**src/one_wire_bus_master_defines.svh**
```systemverilog
// ----------------------------------------------------------------------------
// one_wire_bus_master_defines
// assertion macros shared by the one-wire bus master rtl
// ----------------------------------------------------------------------------
`ifndef ONE_WIRE_BUS_MASTER_DEFINES_SVH
`define ONE_WIRE_BUS_MASTER_DEFINES_SVH

// same-cycle implication, checked out of reset
`define OWBM_ASSERT_IMP(lbl, ante, cons) \
  lbl: assert property (@(posedge clk_i) disable iff (!rst_ni) (ante) |-> (cons)) \
    else $error("one-wire bus master check failed");

// next-cycle implication, checked out of reset
`define OWBM_ASSERT_NXT(lbl, ante, cons) \
  lbl: assert property (@(posedge clk_i) disable iff (!rst_ni) (ante) |=> (cons)) \
    else $error("one-wire bus master check failed");

`endif

```
**src/owbm_pkg.sv**
```systemverilog
// ----------------------------------------------------------------------------
// owbm_pkg
// types, register defaults and phase sequencing for the one-wire bus master
// ----------------------------------------------------------------------------
`timescale 1ns / 1ps

package owbm_pkg;

  typedef enum logic [3:0] {
    PH_IDLE     = 4'd0,
    PH_R_LOW    = 4'd1,
    PH_R_SAMPLE = 4'd2,
    PH_R_POLL   = 4'd3,
    PH_R_TAIL   = 4'd4,
    PH_W_START  = 4'd5,
    PH_W_HOLD   = 4'd6,
    PH_W_TAIL   = 4'd7,
    PH_D_START  = 4'd8,
    PH_D_SAMPLE = 4'd9,
    PH_D_WAIT   = 4'd10
  } phase_e;

  typedef enum logic [1:0] {
    KIND_TICK  = 2'd0,
    KIND_RESET = 2'd1,
    KIND_WRITE = 2'd2,
    KIND_READ  = 2'd3
  } kind_e;

  typedef enum logic [2:0] {
    CFG_RESET_LOW  = 3'd0,
    CFG_POLL_US    = 3'd1,
    CFG_POLLS      = 3'd2,
    CFG_TAIL_US    = 3'd3,
    CFG_START_LOW  = 3'd4,
    CFG_WRITE_SLOT = 3'd5,
    CFG_WRITE_TAIL = 3'd6,
    CFG_READ_SLOT  = 3'd7
  } cfg_idx_e;

  localparam int unsigned CfgIdxW  = 3;
  localparam int unsigned CfgDataW = 10;
  localparam int unsigned TimerW   = 10;
  localparam int unsigned InDataW  = 16;
  localparam int unsigned OutDataW = 16;

  localparam logic [9:0] RstResetLow  = 10'd640;
  localparam logic [9:0] RstPollUs    = 10'd640;
  localparam logic [3:0] RstPolls     = 4'd5;
  localparam logic [9:0] RstTailUs    = 10'd500;
  localparam logic [3:0] RstStartLow  = 4'd1;
  localparam logic [7:0] RstWriteSlot = 8'd87;
  localparam logic [7:0] RstWriteTail = 8'd58;
  localparam logic [7:0] RstReadSlot  = 8'd63;

  typedef struct packed {
    logic [9:0] reset_low;
    logic [9:0] poll_us;
    logic [3:0] polls;
    logic [9:0] tail_us;
    logic [3:0] start_low;
    logic [7:0] write_slot;
    logic [7:0] write_tail;
    logic [7:0] read_slot;
  } cfg_t;

  typedef struct packed {
    phase_e            phase;
    logic [TimerW-1:0] timer;
    logic [2:0]        bit_cnt;
    logic [7:0]        shift;
    logic [3:0]        poll;
    logic              present;
    logic [7:0]        last_rd;
  } st_t;

  // enter phase p, passing straight through phases of zero length
  function automatic st_t enter_f(phase_e p, st_t s, cfg_t c);
    st_t        r;
    logic [3:0] sh_amt;
    r      = s;
    sh_amt = 4'd8 - {1'b0, s.bit_cnt};
    r.phase = PH_IDLE;
    r.timer = '0;
    unique case (p)
      PH_IDLE: begin
        r.phase = PH_IDLE;
      end
      PH_R_LOW: begin
        if (c.reset_low != '0) begin
          r.phase = PH_R_LOW;
          r.timer = c.reset_low;
        end else begin
          r.phase = PH_R_SAMPLE;
          r.timer = 10'd1;
        end
      end
      PH_R_SAMPLE: begin
        r.phase = PH_R_SAMPLE;
        r.timer = 10'd1;
      end
      PH_R_POLL: begin
        if (c.poll_us != '0) begin
          r.phase = PH_R_POLL;
          r.timer = c.poll_us;
        end else if (s.poll >= c.polls) begin
          r.present = 1'b0;
        end else begin
          r.poll  = s.poll + 4'd1;
          r.phase = PH_R_SAMPLE;
          r.timer = 10'd1;
        end
      end
      PH_R_TAIL: begin
        if (c.tail_us != '0) begin
          r.phase = PH_R_TAIL;
          r.timer = c.tail_us;
        end
      end
      PH_W_START, PH_W_HOLD: begin
        if (p == PH_W_START && c.start_low != '0) begin
          r.phase = PH_W_START;
          r.timer = {6'd0, c.start_low};
        end else if (c.write_slot != '0) begin
          r.phase = PH_W_HOLD;
          r.timer = {2'd0, c.write_slot};
        end else if (c.start_low == '0) begin
          // whole byte runs out with no time spent
          r.shift   = s.shift >> sh_amt;
          r.bit_cnt = '0;
          if (c.write_tail != '0) begin
            r.phase = PH_W_TAIL;
            r.timer = {2'd0, c.write_tail};
          end
        end else begin
          r.shift = s.shift >> 1;
          if (s.bit_cnt == 3'd7) begin
            r.bit_cnt = '0;
            if (c.write_tail != '0) begin
              r.phase = PH_W_TAIL;
              r.timer = {2'd0, c.write_tail};
            end
          end else begin
            r.bit_cnt = s.bit_cnt + 3'd1;
            r.phase   = PH_W_START;
            r.timer   = {6'd0, c.start_low};
          end
        end
      end
      PH_W_TAIL: begin
        if (c.write_tail != '0) begin
          r.phase = PH_W_TAIL;
          r.timer = {2'd0, c.write_tail};
        end
      end
      PH_D_START: begin
        if (c.start_low != '0) begin
          r.phase = PH_D_START;
          r.timer = {6'd0, c.start_low};
        end else begin
          r.phase = PH_D_SAMPLE;
          r.timer = 10'd1;
        end
      end
      PH_D_SAMPLE: begin
        r.phase = PH_D_SAMPLE;
        r.timer = 10'd1;
      end
      PH_D_WAIT: begin
        if (c.read_slot != '0) begin
          r.phase = PH_D_WAIT;
          r.timer = {2'd0, c.read_slot};
        end else if (s.bit_cnt == 3'd7) begin
          r.bit_cnt = '0;
          r.last_rd = s.shift;
        end else begin
          r.bit_cnt = s.bit_cnt + 3'd1;
          if (c.start_low != '0) begin
            r.phase = PH_D_START;
            r.timer = {6'd0, c.start_low};
          end else begin
            r.phase = PH_D_SAMPLE;
            r.timer = 10'd1;
          end
        end
      end
      default: begin
        r.phase = PH_IDLE;
      end
    endcase
    return r;
  endfunction

  // end of the current phase: state update, phase field holds the next phase
  function automatic st_t finish_f(st_t s, logic line, cfg_t c);
    st_t r;
    r = s;
    r.phase = PH_IDLE;
    unique case (s.phase)
      PH_R_LOW: r.phase = PH_R_SAMPLE;
      PH_R_SAMPLE: begin
        if (!line) begin
          r.present = 1'b1;
          r.phase   = PH_R_TAIL;
        end else begin
          r.phase = PH_R_POLL;
        end
      end
      PH_R_POLL: begin
        if (s.poll >= c.polls) begin
          r.present = 1'b0;
        end else begin
          r.poll  = s.poll + 4'd1;
          r.phase = PH_R_SAMPLE;
        end
      end
      PH_W_START: r.phase = PH_W_HOLD;
      PH_W_HOLD: begin
        r.shift = s.shift >> 1;
        if (s.bit_cnt == 3'd7) begin
          r.bit_cnt = '0;
          r.phase   = PH_W_TAIL;
        end else begin
          r.bit_cnt = s.bit_cnt + 3'd1;
          r.phase   = PH_W_START;
        end
      end
      PH_D_START: r.phase = PH_D_SAMPLE;
      PH_D_SAMPLE: begin
        r.shift = {line, s.shift[7:1]};
        r.phase = PH_D_WAIT;
      end
      PH_D_WAIT: begin
        if (s.bit_cnt == 3'd7) begin
          r.bit_cnt = '0;
          r.last_rd = s.shift;
        end else begin
          r.bit_cnt = s.bit_cnt + 3'd1;
          r.phase   = PH_D_START;
        end
      end
      default: r.phase = PH_IDLE;
    endcase
    return r;
  endfunction

endpackage

```
**src/one_wire_bus_master.sv**
```systemverilog
// ----------------------------------------------------------------------------
// one_wire_bus_master
// single-wire bus master stepped once per microsecond item: bus reset with
// presence detect, byte write and byte read, lsb first
// ----------------------------------------------------------------------------
// channel  dir  handshake             payload
// s_axis   in   tvalid/tready         tuser kind, tdata byte_in, line_in
// m_axis   out  tvalid/tready         tdata drive_low, busy, done, present, byte_out
// cfg      in   cfg_we_i, no wait     cfg_idx_i, cfg_data_i
//
// one item a cycle sustained while the result side is not stalled; a taken item
// passes the input register, then the phase update writes its result into the
// result register
// all bus timing is counted in items, the phase counter is the only loop
// reset clears the phase state and the stage valids and loads the default timing
// a stalled result holds the input stage; ready stays high while either
// register has room
// ----------------------------------------------------------------------------
`timescale 1ns / 1ps

`include "one_wire_bus_master_defines.svh"

module one_wire_bus_master (
  input  logic                            clk_i,
  input  logic                            rst_ni,
  input  logic                            s_axis_tvalid,
  output logic                            s_axis_tready,
  input  logic [owbm_pkg::InDataW-1:0]    s_axis_tdata,  // byte_in, line_in, zero pad
  input  logic [1:0]                      s_axis_tuser,  // kind
  output logic                            m_axis_tvalid,
  input  logic                            m_axis_tready,
  // drive_low, busy_res, done_res, present, byte_out, zero pad
  output logic [owbm_pkg::OutDataW-1:0]   m_axis_tdata,
  input  logic                            cfg_we_i,
  input  logic [owbm_pkg::CfgIdxW-1:0]    cfg_idx_i,
  input  logic [owbm_pkg::CfgDataW-1:0]   cfg_data_i
);

  owbm_pkg::cfg_t   cfg_q;
  owbm_pkg::st_t    st_q, st_d, st_cmd, st_a, st_b, st_fin;
  owbm_pkg::phase_e cmd_phase;

  logic       s0_valid_q;
  logic [1:0] s0_kind_q;
  logic [7:0] s0_byte_q;
  logic       s0_line_q;

  logic                           m_valid_q;
  logic [owbm_pkg::OutDataW-1:0]  res_q, res_d;
  logic                           adv;
  logic                           drive, busy, done;
  logic [owbm_pkg::TimerW-1:0]    timer_dec;

  assign adv           = s0_valid_q && (!m_valid_q || m_axis_tready);
  assign s_axis_tready = !s0_valid_q || adv;
  assign m_axis_tvalid = m_valid_q;
  assign m_axis_tdata  = res_q;

  // configuration registers
  always_ff @(posedge clk_i or negedge rst_ni) begin
    if (!rst_ni) begin
      cfg_q.reset_low  <= owbm_pkg::RstResetLow;
      cfg_q.poll_us    <= owbm_pkg::RstPollUs;
      cfg_q.polls      <= owbm_pkg::RstPolls;
      cfg_q.tail_us    <= owbm_pkg::RstTailUs;
      cfg_q.start_low  <= owbm_pkg::RstStartLow;
      cfg_q.write_slot <= owbm_pkg::RstWriteSlot;
      cfg_q.write_tail <= owbm_pkg::RstWriteTail;
      cfg_q.read_slot  <= owbm_pkg::RstReadSlot;
    end else if (cfg_we_i) begin
      unique case (cfg_idx_i)
        owbm_pkg::CFG_RESET_LOW:  cfg_q.reset_low  <= cfg_data_i;
        owbm_pkg::CFG_POLL_US:    cfg_q.poll_us    <= cfg_data_i;
        owbm_pkg::CFG_POLLS:      cfg_q.polls      <= cfg_data_i[3:0];
        owbm_pkg::CFG_TAIL_US:    cfg_q.tail_us    <= cfg_data_i;
        owbm_pkg::CFG_START_LOW:  cfg_q.start_low  <= cfg_data_i[3:0];
        owbm_pkg::CFG_WRITE_SLOT: cfg_q.write_slot <= cfg_data_i[7:0];
        owbm_pkg::CFG_WRITE_TAIL: cfg_q.write_tail <= cfg_data_i[7:0];
        owbm_pkg::CFG_READ_SLOT:  cfg_q.read_slot  <= cfg_data_i[7:0];
        default: ;
      endcase
    end
  end

  // input register
  always_ff @(posedge clk_i or negedge rst_ni) begin
    if (!rst_ni) begin
      s0_valid_q <= 1'b0;
    end else if (s_axis_tready) begin
      s0_valid_q <= s_axis_tvalid;
    end
  end

  always_ff @(posedge clk_i) begin
    if (s_axis_tready && s_axis_tvalid) begin
      s0_kind_q <= s_axis_tuser;
      s0_byte_q <= s_axis_tdata[7:0];
      s0_line_q <= s_axis_tdata[8];
    end
  end

  // one tick of the bus sequencer
  always_comb begin
    st_cmd         = st_q;
    st_cmd.bit_cnt = '0;
    st_cmd.poll    = '0;
    cmd_phase      = owbm_pkg::PH_IDLE;
    unique case (s0_kind_q)
      owbm_pkg::KIND_RESET: cmd_phase = owbm_pkg::PH_R_LOW;
      owbm_pkg::KIND_WRITE: begin
        cmd_phase    = owbm_pkg::PH_W_START;
        st_cmd.shift = s0_byte_q;
      end
      owbm_pkg::KIND_READ: begin
        cmd_phase    = owbm_pkg::PH_D_START;
        st_cmd.shift = '0;
      end
      default: cmd_phase = owbm_pkg::PH_IDLE;
    endcase

    st_a = st_q;
    done = 1'b0;
    if (st_q.phase == owbm_pkg::PH_IDLE &&
        s0_kind_q != owbm_pkg::KIND_TICK) begin
      st_a = owbm_pkg::enter_f(cmd_phase, st_cmd, cfg_q);
      done = (st_a.phase == owbm_pkg::PH_IDLE);
    end

    busy      = 1'b0;
    drive     = 1'b0;
    timer_dec = (st_a.timer != '0) ? st_a.timer - 10'd1 : '0;
    st_b      = st_a;
    st_b.timer = timer_dec;
    st_fin    = owbm_pkg::finish_f(st_b, s0_line_q, cfg_q);
    st_d      = st_a;
    if (st_a.phase != owbm_pkg::PH_IDLE) begin
      busy = 1'b1;
      case (st_a.phase) inside
        owbm_pkg::PH_R_LOW, owbm_pkg::PH_W_START, owbm_pkg::PH_D_START: drive = 1'b1;
        owbm_pkg::PH_W_HOLD: drive = !st_a.shift[0];
        default: drive = 1'b0;
      endcase
      if (timer_dec == '0) begin
        st_d = owbm_pkg::enter_f(st_fin.phase, st_fin, cfg_q);
        done = (st_d.phase == owbm_pkg::PH_IDLE);
      end else begin
        st_d = st_b;
      end
    end

    res_d = {4'd0, st_d.last_rd, st_d.present, done, busy, drive};
  end

  always_ff @(posedge clk_i or negedge rst_ni) begin
    if (!rst_ni) begin
      st_q <= '{phase: owbm_pkg::PH_IDLE, default: '0};
    end else if (adv) begin
      st_q <= st_d;
    end
  end

  // result register
  always_ff @(posedge clk_i or negedge rst_ni) begin
    if (!rst_ni) begin
      m_valid_q <= 1'b0;
    end else if (!m_valid_q || m_axis_tready) begin
      m_valid_q <= s0_valid_q;
    end
  end

  always_ff @(posedge clk_i) begin
    if (adv) begin
      res_q <= res_d;
    end
  end

  `OWBM_ASSERT_IMP(a_idle_timer_clear, st_q.phase == owbm_pkg::PH_IDLE, st_q.timer == '0)
  `OWBM_ASSERT_IMP(a_sample_one_tick,
    st_q.phase == owbm_pkg::PH_R_SAMPLE || st_q.phase == owbm_pkg::PH_D_SAMPLE,
    st_q.timer == 10'd1)
  `OWBM_ASSERT_IMP(a_drive_only_busy, m_valid_q && res_q[0], res_q[1])
  `OWBM_ASSERT_NXT(a_tick_keeps_idle,
    adv && st_q.phase == owbm_pkg::PH_IDLE && s0_kind_q == owbm_pkg::KIND_TICK,
    st_q.phase == owbm_pkg::PH_IDLE)

endmodule

```
**config.mk**
```make
export PLATFORM = sky130hd
export DESIGN_NAME = one_wire_bus_master
export DESIGN_NICKNAME = d
export VERILOG_FILES = /design/src/owbm_pkg.sv /design/src/one_wire_bus_master.sv
export VERILOG_INCLUDE_DIRS = /design/src /design/src/src
export SDC_FILE = /design/constraint.sdc
export NUM_CORES = 1
export LEC_CHECK = 0
export ABC_AREA = 1
export BUFFER_PORTS_ARGS = -buffer_cell sky130_fd_sc_hd__buf_2
export CORE_UTILIZATION = 30
export CTS_BUF_LIST = sky130_fd_sc_hd__clkbuf_2 sky130_fd_sc_hd__clkbuf_4 sky130_fd_sc_hd__clkbuf_8
export DETAILED_ROUTE_END_ITERATION = 12
export GPL_ROUTABILITY_DRIVEN = 0
export HOLD_SLACK_MARGIN = 0.15
export PLACE_DENSITY_LB_ADDON = 0.1
export SYNTH_ARGS = -nofsm -noshare
export SYNTH_HDL_FRONTEND = slang
export SYNTH_SLANG_ARGS = --single-unit
```
**constraint.sdc**
```tcl
create_clock -name clk_i -period 6.3 [get_ports clk_i]
set_input_delay 0.63 -clock clk_i [delete_from_list [all_inputs] [get_ports clk_i]]
set_output_delay 0.63 -clock clk_i [all_outputs]
set_load 0.02 [all_outputs]
```
==> results.py <==
metrics = {
    "die": {
        "die_h_um": 174.2,
        "die_w_um": 174.2,
        "coreArea_um2": 28940,
        "initial_utilization": 0.3075,
        "die_area_um2": 30350,
        "io_pins": 54,
        "placementRows": 62,
    },
    "global_route": {
        "grt_pass1_wl_mm": 45.07,
        "track_usage": 0.1910,
        "grtUsageMet2": 0.3348,
        "grt.overflow.total": 0,
        "grt_max_degree": 67,
        "grt_pass1_vias": 8150,
        "busiest_layer": "met2",
        "antenna_found_initial": 0,
        "grtUsageMet1": 0.2388,
        "grt_use_met3": 0.02909,
    },
    "placement": {
        "placed_cell_area_um2": 9394,
        "dpl.hpwl_mm": 20.84,
        "port-buffer-count": 42,
    },
    "route": {
        "dr.pass1.iters": 7,
        "routed_via_density": 4.823,
        "drt_iter0_markers": 518,
        "ant_nets": 0,
        "route.vias.total": 8262,
        "wl_per_cell_um": 16.27,
        "drcViolationCount": 0,
        "routed_wl_mm": 27.87,
    },
    "timing": {
        "setup_viol": 0,
        "fin_skew_ns": 0.02139,
        "max_freq_mhz": 208.2,
        "tns_ns": 0,
        "final_max_slew_viol_count": 0,
        "slew_headroom": 0.3553,
        "period_share": 0.7623,
        "min_period_ns": 4.802,
        "worstMarginPinSlew_ns": 0.9596,
        "finalHoldViolCount": 0,
        "rsz0062_at_grt": "no",
    },
    "clock_tree": {
        "htree_levels": 4,
        "clock-sinks": 125,
        "cts_resized": 0,
        "numCtsBuffers": 17,
        "clock_path_buffers": 2,
        "cts_tree": "done",
        "clock_latency_ns": 0.47,
        "post_cts_buffers": 0,
        "clock-root-buffer": "clkbuf_8",
        "clk_pin_slew_ns": 0.09,
        "cts_hold_buf": 1,
    },
    "hold_path": {
        "min_delay_path_depth": 1,
        "hold_class": "in2reg",
        "hp-start": "s_axis_tdata[2]",
        "whs_endpoint": "s0_byte_q[2]$_DFFE_PP_",
    },
    "power_and_ir_drop": {
        "power_frac_clock": 0.192,
        "p_int_w": 0.002158,
        "p_sw_w": 0.002021,
        "pwr_density_cell_nw_per_um2": 424.8,
        "pwr-share-seq": 0.286,
        "comb_power_share": 0.521,
        "p_leak_nw": 4.794,
        "p_total_w": 0.004178,
        "swShare": 0.4836,
        "ir_drop_uv": 135.0,
    },
    "setup_path": {
        "start_kind": "flop",
        "cp_slowest_cell": "o21ai_0",
        "r2r_cells": 29,
        "crit_top_cell": "inv_1",
        "r2r-end": "st_q[12]$_DFFE_PN0P_",
        "r2r_slack_ns": 1.50,
        "max_stage_delay_ns": 0.52,
        "reg2reg_from": "s0_kind_q[0]$_DFFE_PP_",
        "cp_max_fo": 11,
        "cp-end-kind": "flop",
        "worstPathRequired_ns": 6.68,
        "path_class": "reg2reg",
        "cp.arrival_ns": 5.18,
    },
    "cells_and_area": {
        "fin_util": 0.3399,
        "fillers": 3197,
        "area_growth_pct": 10.53,
        "design_area_um2": 9836,
        "drive_gt1_frac": 0.1565,
        "diodes": 0,
        "fin_nets": 1375,
    },
    "logic_synthesis": {
        "syn_avg_cell_area_um2": 6.909,
        "synth_cell_type_count": 55,
        "async_reset_ff_frac": 0.8160,
        "yosys.area.top_type_share": 0.2081,
        "synth_edf_count": 23,
        "syn_area_um2": 8899,
        "synth.most_common_cell": "nand2_1",
        "synth-seq-cells": 125,
        "synth_common_cells": "422 x nand2_1, 152 x inv_1, 107 x o21ai_0",
        "synth_cells": 1288,
        "ys.flop_type": "dfrtp_1",
        "yosysTopAreaCell": "dfrtp_1",
        "ys_warn_count": 0,
        "yosysSeqAreaShare": 0.3684,
        "netlist_top_cells_area": "dfrtp_1 21%, nand2_1 18%, dfstp_2 8.3%",
    },
    "run": {
        "max_cap_violations": 0,
    },
    "outcome": {
        "run_status": "completed",
    },
}
[metrics by stage]
step                      worst slack, ns  std cells  hold WS [ns]
final                               1.498       1713        0.3284
after global routing               0.8173       1713        0.3006
after CTS                           1.397       1713        0.2998
after detailed placement            1.439       1680        0.4589
after global placement              1.496       1680        0.4571
after floorplan                     2.336       1291        0.3344
[power groups by stage]
| stage | clock network (W) | logic (W) | registers [W] |
|---|---|---|---|
| 2_1_floorplan | 0 | 0.00166 | 0.00119 |
| 3_3_place_gp | 0 | 0.00217 | 0.00121 |
| 3_5_place_dp | 0 | 0.00217 | 0.00121 |
| 4_1_cts | 0.000834 | 0.00219 | 0.00120 |
| 5_1_grt | 0.000855 | 0.00248 | 0.00122 |
| 6_report | 0.000804 | 0.00218 | 0.00120 |
[worst max-delay path by stage]
stage | startpoint | endpoint | slack [ns] | cells past startpoint
2_1_floorplan | s0_kind_q[0]$_DFFE_PP_ | st_q[12]$_DFFE_PN0P_ | 2.34 | 30
3_3_place_gp | s0_kind_q[0]$_DFFE_PP_ | st_q[12]$_DFFE_PN0P_ | 1.50 | 29
3_5_place_dp | s0_kind_q[0]$_DFFE_PP_ | st_q[12]$_DFFE_PN0P_ | 1.44 | 29
4_1_cts | s0_kind_q[0]$_DFFE_PP_ | st_q[12]$_DFFE_PN0P_ | 1.40 | 29
5_1_grt | s0_kind_q[0]$_DFFE_PP_ | st_q[12]$_DFFE_PN0P_ | 0.82 | 28
6_report | s0_kind_q[0]$_DFFE_PP_ | st_q[12]$_DFFE_PN0P_ | 1.50 | 29
[cell families after synthesis]
logic type,count (synthesis),synth area share
other,1,0.0004214
muxes,1,0.001265
adders and majority gates,23,0.03234
buffers and inverters,212,0.1014
and+or+nand+nor,675,0.3310
xor gates and xnor gates,7,0.006890
DFF,125,0.3684
AOI/OAI and AO/OA,244,0.1583
[critical path, delay by kind of cell, from the launching register on]
family / cells / cell delay, ns
adders and majority gates: 3 / 0.73
AOI/OAI and AO/OA: 9 / 1.59
DFF: 1 / 0.50
and+or+nand+nor: 10 / 1.10
buffers and inverters: 7 / 0.80
[layout by cell type, fill, tap and decap left out, types with 27 or more instances in the layout]
master	instances
a21oi_1	42
dfstp_2	28
dfrtp_1	74
inv_1	152
nor2_1	86
buf_2	41
o21ai_0	107
nand3_1	72
nand2_1	422
nand2_2	27
[flip-flops by register name (all words and copies together) (netlist names)]
signal,cells
s0_byte_q,8
s0_line_q,1
s0_kind_q,2
st_cmd,23
cfg_q,62
m_axis_tvalid,1
s0_valid_q,1
st_q,15
m_axis_tdata,12
[layout make-up]
type                    instances  area [µm²]  share of cell area
repair buffers                 52       290.3             0.02951
well taps                     384       480.5             0.04885
flip-flops and latches        125        3278              0.3333
clock inverters                15       197.7             0.02010
multi-input cells             954        4730              0.4809
clock buffers                  17       234.0             0.02379
inverters                     166       625.6             0.06361
[per-layer routing]
| metal | share of wire | routed length, µm |
|---|---|---|
| met1 | 0.45 | 12530 |
| met2 | 0.50 | 13940 |
| met3 | 0.028 | 787 |
| met4 | 0.022 | 617 |
| met5 | 0 | 0 |
Note: power is estimated with default switching activity, not from simulation.
